**config.mk**
```make
export PLATFORM = sky130hd
export DESIGN_NAME = run_interval_encoder_flat
export DESIGN_NICKNAME = d
export VERILOG_FILES = /design/src/rtl/core/rie_pkg.sv /design/src/rtl/core/rie_if.sv /design/src/rtl/core/rie_core.sv /design/src/rtl/core/rie_queue.sv /design/src/rtl/core/run_interval_encoder.sv /design/src/flat_wrapper.sv
export SDC_FILE = /design/constraint.sdc
export NUM_CORES = 1
export LEC_CHECK = 0
export ABC_AREA = 1
export BUFFER_PORTS_ARGS = -buffer_cell sky130_fd_sc_hd__buf_2
export CAP_MARGIN = 20
export CORE_MARGIN = 4
export CORE_UTILIZATION = 35
export DETAILED_ROUTE_END_ITERATION = 6
export SYNTH_ARGS = -nofsm -noshare
export SYNTH_HDL_FRONTEND = slang
export SYNTH_HIERARCHICAL = 1
export SYNTH_SLANG_ARGS = --single-unit
```
**constraint.sdc**
```tcl
create_clock -name clk -period 17.98 [get_ports clk]
set_clock_uncertainty 0.1 [all_clocks]
set_input_delay 1.798 -clock clk [delete_from_list [all_inputs] [get_ports clk]]
set_output_delay 1.798 -clock clk [all_outputs]
set_load 0.1 [all_outputs]
```
**src/rtl/core/rie_pkg.sv**
```systemverilog
package rie_pkg;

  localparam int POS_WIDTH   = 24;
  localparam int VALUE_WIDTH = 32;
  localparam int CFG_IDX_W   = 1;
  localparam int CFG_DATA_W  = 24;
  localparam int MODE_W      = 2;
  localparam int QUEUE_DEPTH = 4;
  localparam int QPTR_W      = $clog2(QUEUE_DEPTH);
  localparam int QCNT_W      = QPTR_W + 1;

  localparam logic [CFG_IDX_W-1:0] REG_ENCODE_MODE = 1'b0;
  localparam logic [CFG_IDX_W-1:0] REG_BASE_OFFSET = 1'b1;

  typedef enum logic [MODE_W-1:0] {
    MODE_MARK   = 2'd0,
    MODE_EQUAL  = 2'd1,
    MODE_CONSEC = 2'd2,
    MODE_CUT    = 2'd3
  } mode_t;

  typedef struct packed {
    logic                          mark_bit;
    logic signed [VALUE_WIDTH-1:0] sample_value;
    logic                          last_item;
  } item_t;

  typedef struct packed {
    logic [POS_WIDTH-1:0] run_start;
    logic [POS_WIDTH-1:0] run_end;
    logic                 final_interval;
  } res_t;

  typedef struct packed {
    logic v0;
    logic v1;
    res_t r0;
    res_t r1;
  } res_pair_t;

endpackage

```
**src/rtl/core/rie_if.sv**
```systemverilog
interface rie_in_if;
  logic                                   valid;
  logic                                   ready;
  logic                                   mark_bit;
  logic signed [rie_pkg::VALUE_WIDTH-1:0] sample_value;
  logic                                   last_item;

  modport source (output valid, mark_bit, sample_value, last_item, input ready);
  modport sink   (input valid, mark_bit, sample_value, last_item, output ready);
endinterface

interface rie_out_if;
  logic                           valid;
  logic                           ready;
  logic [rie_pkg::POS_WIDTH-1:0]  run_start;
  logic [rie_pkg::POS_WIDTH-1:0]  run_end;
  logic                           final_interval;

  modport source (output valid, run_start, run_end, final_interval, input ready);
  modport sink   (input valid, run_start, run_end, final_interval, output ready);
endinterface

```
**src/rtl/core/rie_core.sv**
```systemverilog
module rie_core (
  input  logic                              clk,
  input  logic                              rst_n,
  input  rie_pkg::mode_t                    mode,
  input  logic [rie_pkg::POS_WIDTH-1:0]     base,
  input  logic                              fire,
  input  rie_pkg::item_t                    item,
  output rie_pkg::res_pair_t                res
);

  localparam int PW = rie_pkg::POS_WIDTH;
  localparam int VW = rie_pkg::VALUE_WIDTH;
  localparam logic [PW-1:0] POS_MAX = {PW{1'b1}};

  logic          in_run_r, in_run_nxt;
  logic [PW-1:0] open_start_r, open_start_nxt;
  logic [VW-1:0] prior_value_r, prior_value_nxt;
  logic [PW-1:0] position_r, position_nxt;
  logic          first_pending_r, first_pending_nxt;

  logic [PW:0]   sum_p, sum_p1;
  logic [PW-1:0] p, p1;
  logic [VW-1:0] val;
  logic          cut;
  logic          a_v, b_v;
  rie_pkg::res_t a, b;

  always_comb begin
    sum_p  = {1'b0, base} + {1'b0, position_r};
    p      = sum_p[PW] ? POS_MAX : sum_p[PW-1:0];
    sum_p1 = {1'b0, p} + {{PW{1'b0}}, 1'b1};
    p1     = sum_p1[PW] ? POS_MAX : sum_p1[PW-1:0];
    val    = VW'(unsigned'(item.sample_value));
  end

  always_comb begin
    in_run_nxt      = in_run_r;
    open_start_nxt  = open_start_r;
    prior_value_nxt = prior_value_r;
    a_v = 1'b0;
    b_v = 1'b0;
    a   = '{run_start: open_start_r, run_end: p, final_interval: 1'b0};
    b   = '{run_start: open_start_r, run_end: p1, final_interval: 1'b1};
    cut = 1'b0;
    if (mode == rie_pkg::MODE_MARK) begin
      if (in_run_r) begin
        if (!item.mark_bit) begin
          a_v = 1'b1;
          a.final_interval = item.last_item;
          in_run_nxt = 1'b0;
        end
      end else if (item.mark_bit) begin
        open_start_nxt = p;
        in_run_nxt     = 1'b1;
      end
      b_v = item.last_item && in_run_nxt;
      b.run_start = open_start_nxt;
    end else begin
      if (first_pending_r) begin
        open_start_nxt = p;
      end else begin
        case (mode)
          rie_pkg::MODE_EQUAL:  cut = val != prior_value_r;
          rie_pkg::MODE_CONSEC: cut = val != VW'(prior_value_r + VW'(1));
          default:              cut = item.mark_bit;
        endcase
        if (cut) begin
          a_v = 1'b1;
          open_start_nxt = p;
        end
      end
      prior_value_nxt = val;
      b_v = item.last_item;
      b.run_start = open_start_nxt;
    end
  end

  always_comb begin
    res.v0 = a_v || b_v;
    res.v1 = a_v && b_v;
    res.r0 = a_v ? a : b;
    res.r1 = b;
    position_nxt      = (position_r == POS_MAX) ? POS_MAX : position_r + PW'(1);
    first_pending_nxt = 1'b0;
  end

  always_ff @(posedge clk) begin
    if (!rst_n) begin
      in_run_r        <= 1'b0;
      open_start_r    <= '0;
      prior_value_r   <= '0;
      position_r      <= '0;
      first_pending_r <= 1'b1;
    end else if (fire) begin
      if (item.last_item) begin
        in_run_r        <= 1'b0;
        open_start_r    <= '0;
        prior_value_r   <= '0;
        position_r      <= '0;
        first_pending_r <= 1'b1;
      end else begin
        in_run_r        <= in_run_nxt;
        open_start_r    <= open_start_nxt;
        prior_value_r   <= prior_value_nxt;
        position_r      <= position_nxt;
        first_pending_r <= first_pending_nxt;
      end
    end
  end

endmodule

```
**src/rtl/core/rie_queue.sv**
```systemverilog
module rie_queue (
  input  logic               clk,
  input  logic               rst_n,
  input  logic               push,
  input  rie_pkg::res_pair_t wr,
  output logic               room2,
  output logic               rd_valid,
  input  logic               rd_ready,
  output rie_pkg::res_t      rd_data
);

  localparam int PTRW = rie_pkg::QPTR_W;
  localparam int CNTW = rie_pkg::QCNT_W;

  rie_pkg::res_t mem_r [rie_pkg::QUEUE_DEPTH];
  logic [PTRW-1:0] wp_r, wp_nxt, rp_r, rp_nxt;
  logic [CNTW-1:0] cnt_r, cnt_nxt;
  logic            w0, w1, pop;

  always_comb begin
    room2    = cnt_r <= CNTW'(rie_pkg::QUEUE_DEPTH - 2);
    rd_valid = cnt_r != '0;
    rd_data  = mem_r[rp_r];
    w0       = push && wr.v0;
    w1       = push && wr.v1;
    pop      = rd_valid && rd_ready;
    wp_nxt   = wp_r + PTRW'(w0) + PTRW'(w1);
    rp_nxt   = rp_r + PTRW'(pop);
    cnt_nxt  = cnt_r + CNTW'(w0) + CNTW'(w1) - CNTW'(pop);
  end

  always_ff @(posedge clk) begin
    if (w0) mem_r[wp_r] <= wr.r0;
    if (w1) mem_r[wp_r + PTRW'(1)] <= wr.r1;
  end

  always_ff @(posedge clk) begin
    if (!rst_n) begin
      wp_r  <= '0;
      rp_r  <= '0;
      cnt_r <= '0;
    end else begin
      wp_r  <= wp_nxt;
      rp_r  <= rp_nxt;
      cnt_r <= cnt_nxt;
    end
  end

endmodule

```
**src/rtl/core/run_interval_encoder.sv**
```systemverilog
// A taken input word is registered, then its results enter the result queue.
// Throughput: one word per cycle while the queue has room for two results;
//   the single output port drains the queue, one result per cycle while ready.
// Reset: synchronous, active low; clears sequence state, registers and queue,
//   mode 0 and offset 0 afterwards.
module run_interval_encoder (
  input  logic                               clk,
  input  logic                               rst_n,
  rie_in_if.sink                             in_ch,
  rie_out_if.source                          out_ch,
  input  logic                               cfg_we,
  input  logic [rie_pkg::CFG_IDX_W-1:0]      cfg_index,
  input  logic [rie_pkg::CFG_DATA_W-1:0]     cfg_data
);

  rie_pkg::mode_t                 mode_r;
  logic [rie_pkg::POS_WIDTH-1:0]  base_r;
  logic                           item_v_r;
  rie_pkg::item_t                 item_r;
  logic                           fire, room2;
  rie_pkg::res_pair_t             res;
  rie_pkg::res_t                  head;

  always_ff @(posedge clk) begin
    if (!rst_n) begin
      mode_r <= rie_pkg::MODE_MARK;
      base_r <= '0;
    end else if (cfg_we) begin
      unique case (cfg_index)
        rie_pkg::REG_ENCODE_MODE: mode_r <= rie_pkg::mode_t'(cfg_data[rie_pkg::MODE_W-1:0]);
        rie_pkg::REG_BASE_OFFSET: base_r <= cfg_data[rie_pkg::POS_WIDTH-1:0];
        default: ;
      endcase
    end
  end

  assign fire        = item_v_r && room2;
  assign in_ch.ready = !item_v_r || room2;

  always_ff @(posedge clk) begin
    if (!rst_n) begin
      item_v_r <= 1'b0;
    end else if (in_ch.ready) begin
      item_v_r <= in_ch.valid;
    end
  end

  always_ff @(posedge clk) begin
    if (in_ch.valid && in_ch.ready) begin
      item_r <= '{mark_bit: in_ch.mark_bit, sample_value: in_ch.sample_value,
                  last_item: in_ch.last_item};
    end
  end

  rie_core u_core (
    .clk   (clk),
    .rst_n (rst_n),
    .mode  (mode_r),
    .base  (base_r),
    .fire  (fire),
    .item  (item_r),
    .res   (res)
  );

  rie_queue u_queue (
    .clk      (clk),
    .rst_n    (rst_n),
    .push     (fire),
    .wr       (res),
    .room2    (room2),
    .rd_valid (out_ch.valid),
    .rd_ready (out_ch.ready),
    .rd_data  (head)
  );

  assign out_ch.run_start      = head.run_start;
  assign out_ch.run_end        = head.run_end;
  assign out_ch.final_interval = head.final_interval;

endmodule

```
**src/flat_wrapper.sv**
```systemverilog
// flat-port wrapper written by rule: the top's interface ports become plain ports
module run_interval_encoder_flat 
  (clk, rst_n, cfg_we, cfg_index, cfg_data, in_ch_valid, in_ch_mark_bit, in_ch_sample_value, in_ch_last_item, in_ch_ready, out_ch_valid, out_ch_run_start, out_ch_run_end, out_ch_final_interval, out_ch_ready);
  rie_in_if in_ch_i ();
  rie_out_if out_ch_i ();
  input  logic clk;
  input  logic rst_n;
  input  logic cfg_we;
  input  logic [rie_pkg::CFG_IDX_W-1:0] cfg_index;
  input  logic [rie_pkg::CFG_DATA_W-1:0] cfg_data;
  input wire logic [$bits(in_ch_i.valid)-1:0] in_ch_valid;
  input wire logic [$bits(in_ch_i.mark_bit)-1:0] in_ch_mark_bit;
  input wire logic [$bits(in_ch_i.sample_value)-1:0] in_ch_sample_value;
  input wire logic [$bits(in_ch_i.last_item)-1:0] in_ch_last_item;
  output wire logic [$bits(in_ch_i.ready)-1:0] in_ch_ready;
  output wire logic [$bits(out_ch_i.valid)-1:0] out_ch_valid;
  output wire logic [$bits(out_ch_i.run_start)-1:0] out_ch_run_start;
  output wire logic [$bits(out_ch_i.run_end)-1:0] out_ch_run_end;
  output wire logic [$bits(out_ch_i.final_interval)-1:0] out_ch_final_interval;
  input wire logic [$bits(out_ch_i.ready)-1:0] out_ch_ready;
  assign in_ch_i.valid = in_ch_valid;
  assign in_ch_i.mark_bit = in_ch_mark_bit;
  assign in_ch_i.sample_value = in_ch_sample_value;
  assign in_ch_i.last_item = in_ch_last_item;
  assign in_ch_ready = in_ch_i.ready;
  assign out_ch_valid = out_ch_i.valid;
  assign out_ch_run_start = out_ch_i.run_start;
  assign out_ch_run_end = out_ch_i.run_end;
  assign out_ch_final_interval = out_ch_i.final_interval;
  assign out_ch_i.ready = out_ch_ready;
  run_interval_encoder u_core (.clk(clk), .rst_n(rst_n), .in_ch(in_ch_i), .out_ch(out_ch_i), .cfg_we(cfg_we), .cfg_index(cfg_index), .cfg_data(cfg_data));
endmodule
```
Yosys cells after proc, flatten, opt, wreduce, memory -nomap -nowiden
Memory sizes are Yosys's and may differ from the RTL's. A register that Yosys moved wholly into a read port is not among the register bits.
Cells that the tools add are included.

cells by class
  reductions and logical operators = 17
  magnitude comparators = 1
  equality and inequality tests = 6
  muxes and demuxes = 35
  add/subtract/negate cells = 11
  bitwise logic cells = 1

operators with widths
  kind                     number
  $mux W24                 10
  $mux W32                 2
  $ne A32 B32 Y1           2
  $mux W49                 1
  $add A32 B1 Y32 const B  1
  $add A24 B1 Y25 const B  1
  $add A24 B24 Y25         1
  $add A24 B1 Y24 const B  1
  $eq A24 B24 Y1 const B   1
  $mux W1                  20
  $reduce_and A2 Y1        4
  $logic_and A1 B1 Y1      7
  $add A2 B1 Y2            3
  $add A3 B1 Y3            2
  $le A3 B2 Y1 const B     1
  $reduce_bool A3 Y1       1
  $sub A3 B1 Y3            1
  $add A2 B1 Y2 const B    1
  $eq A2 B1 Y1 const B     1
  $eq A2 B2 Y1 const B     1
  $logic_not A2 Y1         1
  $logic_or A1 B1 Y1       2
  $mux W2                  1
  $ne A2 B1 Y1 const B     1
  4 further kinds          4

word-level totals
  bits of input ports = 64
  logic and storage cells = 86
  memories = 1
  register bits = 150
  memory bits (writable) = 196

memories
  memory                depth  width  read ports  clocked after Yosys merged registers in  wr ports  RTL line         text
  u_core.u_queue.mem_r  4      49     1           1                                        2         rie_queue.sv:15  rie_pkg::res_t mem_r [rie_pkg::QUEUE_DEPTH];

Longest topological paths before layout
  depth in word-level cells = 13
  gate-level depth with buffers = 29
  mapped depth without buffers = 27

Hierarchy
The synthesis kept the hierarchy.

modules (own cells, without submodules)
  module                times used  area each (um^2)  cells an instance
  rie_queue             1           11292.1           1479
  rie_core              1           8809.7            1524
  run_interval_encoder  1           2373.5            165

Worst setup path before layout
No wires, ideal clock.

  kind = register to register
  start point = register u_core.mode_r[0]
  end point = memory u_core/u_queue/mem_r[3][0] in the netlist's numbering, enable pin
  required time = 17.357 ns
  setup slack = 11.614 ns
  setup time = 0.523 ns
  arrival = 5.743 ns
  path buffers = 2
  cell stages (with the launch flop) = 23
  cells stage by stage = dfxtp_1 > inv_1 > ha_1 > buf_2 > inv_2 > nor2_2 > nand3_2 > nor2_4 > nand2_2 > nor2_4 > nand3_1 > a21oi_1 > nor2_1 > nand2_1 > nor2_2 > nand3_2 > nand4_1 > nand2_1 > inv_2 > clkbuf_2 > nand2_1 > nand2_1 > o21ai_0

RTL lines
  what                    RTL line                    text
  from (decl)             run_interval_encoder.sv:16  rie_pkg::mode_t mode_r;
  from (signal assigned)  run_interval_encoder.sv:26  mode_r <= rie_pkg::MODE_MARK;
  from (signal assigned)  run_interval_encoder.sv:30  rie_pkg::REG_ENCODE_MODE: mode_r <= rie_pkg::mode_t'(cfg_data[rie_pkg::MODE_W-1:0]);
  to (decl)               rie_queue.sv:15

==> impl_metrics.xml <==
<?xml version="1.0" encoding="UTF-8"?>
<metrics>
  <group name="clock_network">
    <metric name="post_cts_hold_fix_bufs" unit="">0</metric>
    <metric name="post_cts_repair_setup_buffers" unit="">0</metric>
    <metric name="cts_num_sinks" unit="">346</metric>
    <metric name="master_cell_of_the_clock_root_buffer" unit="">clkbuf_16</metric>
    <metric name="tritoncts" unit="">yes</metric>
    <metric name="clock_insertion_delay_worst_skew" unit="ns">0.59</metric>
    <metric name="cts.path.max_buffers" unit="">3</metric>
    <metric name="worst_path_clk_slew" unit="ns">0.06</metric>
    <metric name="cts.repair.resized" unit="">0</metric>
    <metric name="cts_made_buffers" unit="">41</metric>
    <metric name="h_tree_depth_reported_by_cts" unit="">2</metric>
  </group>
  <group name="detailed_routing">
    <metric name="highest-signal-layer" unit="">met5</metric>
    <metric name="wl_met1" unit="mm">28.2</metric>
    <metric name="drt_wl_total" unit="mm">64.3</metric>
    <metric name="routed-via-count" unit="">20000</metric>
    <metric name="dr.pass1.iters" unit="">6</metric>
    <metric name="route.detailed.vias_per_inst" unit="">4.90</metric>
    <metric name="drc" unit="">0</metric>
    <metric name="count_of_routing_violations_after_the_opening_detailed_route_iteration" unit="">1719</metric>
    <metric name="route.met2.wl" unit="mm">31.2</metric>
    <metric name="met3_length" unit="mm">3.70</metric>
    <metric name="routed_wire_length_per_instance" unit="µm">15.8</metric>
    <metric name="antenna_violating_nets_post_route" unit="">0</metric>
  </group>
  <group name="final_layout">
    <metric name="design.final.nets" unit="">3295</metric>
    <metric name="syn2layout_area_growth" unit="%">10.9</metric>
    <metric name="post_route_cells_drive_above_1_share" unit="%">12.4</metric>
    <metric name="finish.instance_area" unit="µm²">24900</metric>
    <metric name="antennaDiodeCount" unit="">0</metric>
    <metric name="num-fill-cells" unit="">6677</metric>
  </group>
  <group name="timing">
    <metric name="post_route_clock_period_utilization" unit="%">31.5</metric>
    <metric name="fin_hold_ws" unit="ns">0.363</metric>
    <metric name="finalSetupViolCount" unit="">0</metric>
    <metric name="relSlewSlack" unit="%">38.7</metric>
    <metric name="min_period" unit="ns">5.66</metric>
    <metric name="slew_at_the_pin_closest_to_its_max_slew_limit" unit="ns">0.912</metric>
    <metric name="slew_viol_final" unit="">0</metric>
    <metric name="setup_repair_after_global_routing_missed_its_margin" unit="">false</metric>
    <metric name="finalSetupTns" unit="ns">0</metric>
    <metric name="fmaxAchievable" unit="MHz">177</metric>
    <metric name="final_critical_path_setup_slack" unit="ns">12.32</metric>
    <metric name="final_hold_viol_count" unit="">0</metric>
  </group>
  <group name="yosys">
    <metric name="synth_seq_area_share" unit="%">41.1</metric>
    <metric name="synth_warnings" unit="">6</metric>
    <metric name="synth_top_area_share" unit="%">30.7</metric>
    <metric name="yosysTopAreaCell" unit="">edfxtp_1</metric>
    <metric name="synth.lib_cells_used.distinct" unit="">54</metric>
    <metric name="yosys-top-cells-area" unit="">edfxtp_1 31%, nand2_1 19%, dfxtp_1 10%, nand3_1 9.1%, inv_1 6.2%</metric>
    <metric name="synth_fp_nets" unit="">3268</metric>
    <metric name="synthArstFlopShare" unit="%">0</metric>
    <metric name="synth_enable_flop_cells" unit="">230</metric>
    <metric name="top_flip_flop_cell_by_instance_count_after_synthesis" unit="">edfxtp_1</metric>
    <metric name="register_bit_count_reported_by_yosys" unit="">346</metric>
    <metric name="postSynthAreaPerCell" unit="µm²">7.09</metric>
    <metric name="synth_commonest_cells" unit="">1165 x nand2_1, 409 x nand3_1, 371 x inv_1</metric>
    <metric name="synthMostInstantiatedCell" unit="">nand2_1</metric>
    <metric name="synth_area" unit="µm²">22500</metric>
    <metric name="post_synth_inst_count" unit="">3168</metric>
  </group>
  <group name="power">
    <metric name="power_per_cell_area" unit="nW/µm²">110</metric>
    <metric name="cellLeakagePower" unit="nW">11.3</metric>
    <metric name="max-vdd-ir-drop" unit="mV">0.0821</metric>
  </group>
  <group name="setup_path">
    <metric name="cp_cell_sequence" unit="">inv_1 -&gt; ha_1 -&gt; inv_2 -&gt; nor2_2 -&gt; nand2_1 -&gt; nor2_4 -&gt; nand3_2 -&gt; nor2_2 -&gt; nand2_1 -&gt; nand2_1 -&gt; nand2_1 -&gt; nand3_1 -&gt; nor2_1 -&gt; nand2_1 -&gt; nor2_2 -&gt; nand3_2 -&gt; nand4_1 -&gt; nor2_1 -&gt; nand2_1 -&gt; inv_4 -&gt; buf_4 -&gt; nand2_1 -&gt; nand2_2 -&gt; buf_4</metric>
    <metric name="crit-reg2reg-launch" unit="">u_core/mode_r[0]$_SDFFE_PN0P_</metric>
    <metric name="arrival" unit="ns">5.78</metric>
    <metric name="cp-startpoint" unit="">u_core/mode_r[0]$_SDFFE_PN0P_</metric>
    <metric name="worstPathMaxFanout" unit="">80</metric>
    <metric name="worstRegToRegCells" unit="">24</metric>
    <metric name="critical_path.max_stage_delay" unit="ns">0.75</metric>
    <metric name="worst-endpoint-required" unit="ns">18.10</metric>
    <metric name="critical_path.slowest_cell" unit="">buf_4</metric>
    <metric name="worst_setup_path_class" unit="">reg2reg</metric>
    <metric name="cp-end-kind" unit="">flop</metric>
    <metric name="start_kind" unit="">flop</metric>
    <metric name="critical-path-top-cell-by-count" unit="">nand2_1</metric>
  </group>
  <group name="floorplan">
    <metric name="floorplan.die_area" unit="µm²">68300</metric>
    <metric name="die_height" unit="µm">261</metric>
    <metric name="initial_core_util" unit="%">35.5</metric>
    <metric name="core_region" unit="µm²">63300</metric>
    <metric name="dieWidth" unit="µm">261</metric>
    <metric name="core.rowCount" unit="">92</metric>
    <metric name="io_pins" unit="">115</metric>
  </group>
  <group name="place">
    <metric name="placement.io_buffers" unit="">114</metric>
    <metric name="gp_congestion" unit="">0.946</metric>
    <metric name="place.detailed.hpwl" unit="mm">45.3</metric>
    <metric name="post-place-ws" unit="ns">12.35</metric>
    <metric name="placement.cell_area" unit="µm²">23500</metric>
  </group>
  <group name="grt">
    <metric name="grt_first_pass_wirelength" unit="mm">103</metric>
    <metric name="grt_start_max_net_pins" unit="">98</metric>
    <metric name="grt_usage" unit="%">18.7</metric>
    <metric name="grt_overflow_total" unit="">0</metric>
    <metric name="number_of_global_route_vias_before_repair" unit="">18500</metric>
    <metric name="antenna_found_initial" unit="">1</metric>
  </group>
  <group name="worst_hold_path">
    <metric name="hold_path_depth" unit="">2</metric>
    <metric name="timing.hold.worst.class" unit="">reg2reg</metric>
    <metric name="worst_hold_startpoint" unit="">u_core/u_core/open_start_r[1]$_SDFFE_PN0P_</metric>
  </group>
  <group name="status">
    <metric name="status" unit="">finished clean</metric>
  </group>
  <group name="flow_run">
    <metric name="max_cap_viol_count" unit="">0</metric>
  </group>
</metrics>
[final timing paths]
| path | endpoint | slack [ns] |
|---|---|---|
| worst max-delay path | u_core/u_queue/mem_r[0][24]$_DFFE_PP_ | 12.32 |
| worst min register to register | u_core/u_core/open_start_r[1]$_SDFFE_PN0P_ | 0.36 |
| worst min-delay path | u_core/u_core/open_start_r[1]$_SDFFE_PN0P_ | 0.36 |
| worst max register to register | u_core/u_queue/mem_r[0][24]$_DFFE_PP_ | 12.32 |
[stage by stage]
step,util [%],instances,power [W]
6_report,39.4,4074,0.00275
5_1_grt,39.4,4074,0.00289
4_1_cts,39.3,4072,0.00279
3_5_place_dp,37.2,3996,0.00194
3_3_place_gp,37.2,3996,0.00193
2_1_floorplan,-,3168,0.00173
[layer usage]
layer,vias to the layer above,global-route usage [%]
met5,-,0
met4,2,4.09
met3,81,2.82
met2,571,32.1
met1,9068,25.0
li1,10200,-
[final cells by class]
cell class	instances	area (µm²)	share of cell area, %
Tap cell	846	1060	4.25
Clock inverter	23	239	0.958
Clock buffer	53	1120	4.50
Sequential cell	346	9230	37.0
Inverter	393	1480	5.93
Multi-Input combinational cell	2269	11000	44.0
Timing Repair Buffer	144	828	3.32
[power by group]
group / internal, W / leakage (nW) / switching (W)
Clock: 0.000478 / 0.655 / 0.000358
Sequential: 0.000900 / 3.07 / 0.0000350
Combinational: 0.000180 / 7.53 / 0.000799
Total: 0.00156 / 11.3 / 0.00119
[cell usage in the layout (no fill, tap or decap), types with 51 or more instances in the layout]
master / instances
o21ai_0: 67
buf_2: 114
a21oi_1: 139
inv_1: 370
nand2_2: 55
edfxtp_1: 230
nand2_1: 1161
nand3_1: 409
nor2_1: 114
dfxtp_1: 114
o21ai_1: 51
[registers in the layout (all words and copies together), names as in the netlist, 2 cells and up]
register,count
u_core/u_queue/rp_r,2
u_core/base_r,24
u_core/u_queue/cnt_r,3
u_core/u_core/open_start_r,24
u_core/item_r,34
u_core/u_queue/wp_r,2
u_core/u_core/position_r,24
u_core/u_queue/mem_r,196
u_core/u_core/prior_value_r,32
u_core/mode_r,2
[critical path, delay by kind of cell, from the launching register on]
kind / cells / cell delay [ns]
DFF: 1 / 0.31
buffers and inverters: 5 / 2.03
and+or+nand+nor: 18 / 2.35
adders and majority gates: 1 / 0.33
[cell families (layout without fill, tap and decap cells)]
kind of cell / count (synthesis) / in the layout / share of synthesized area [%]
simple gates: 1875 / 1875 / 36.9
buf+inv: 553 / 613 / 10.4
flops: 346 / 346 / 41.1
compound gates: 311 / 311 / 7.62
xor+xnor: 46 / 46 / 1.79
fa+ha+maj: 36 / 36 / 2.14
other cells: 1 / 1 / 0.0167
No activity file was read; power rests on OpenSTA's default activity.
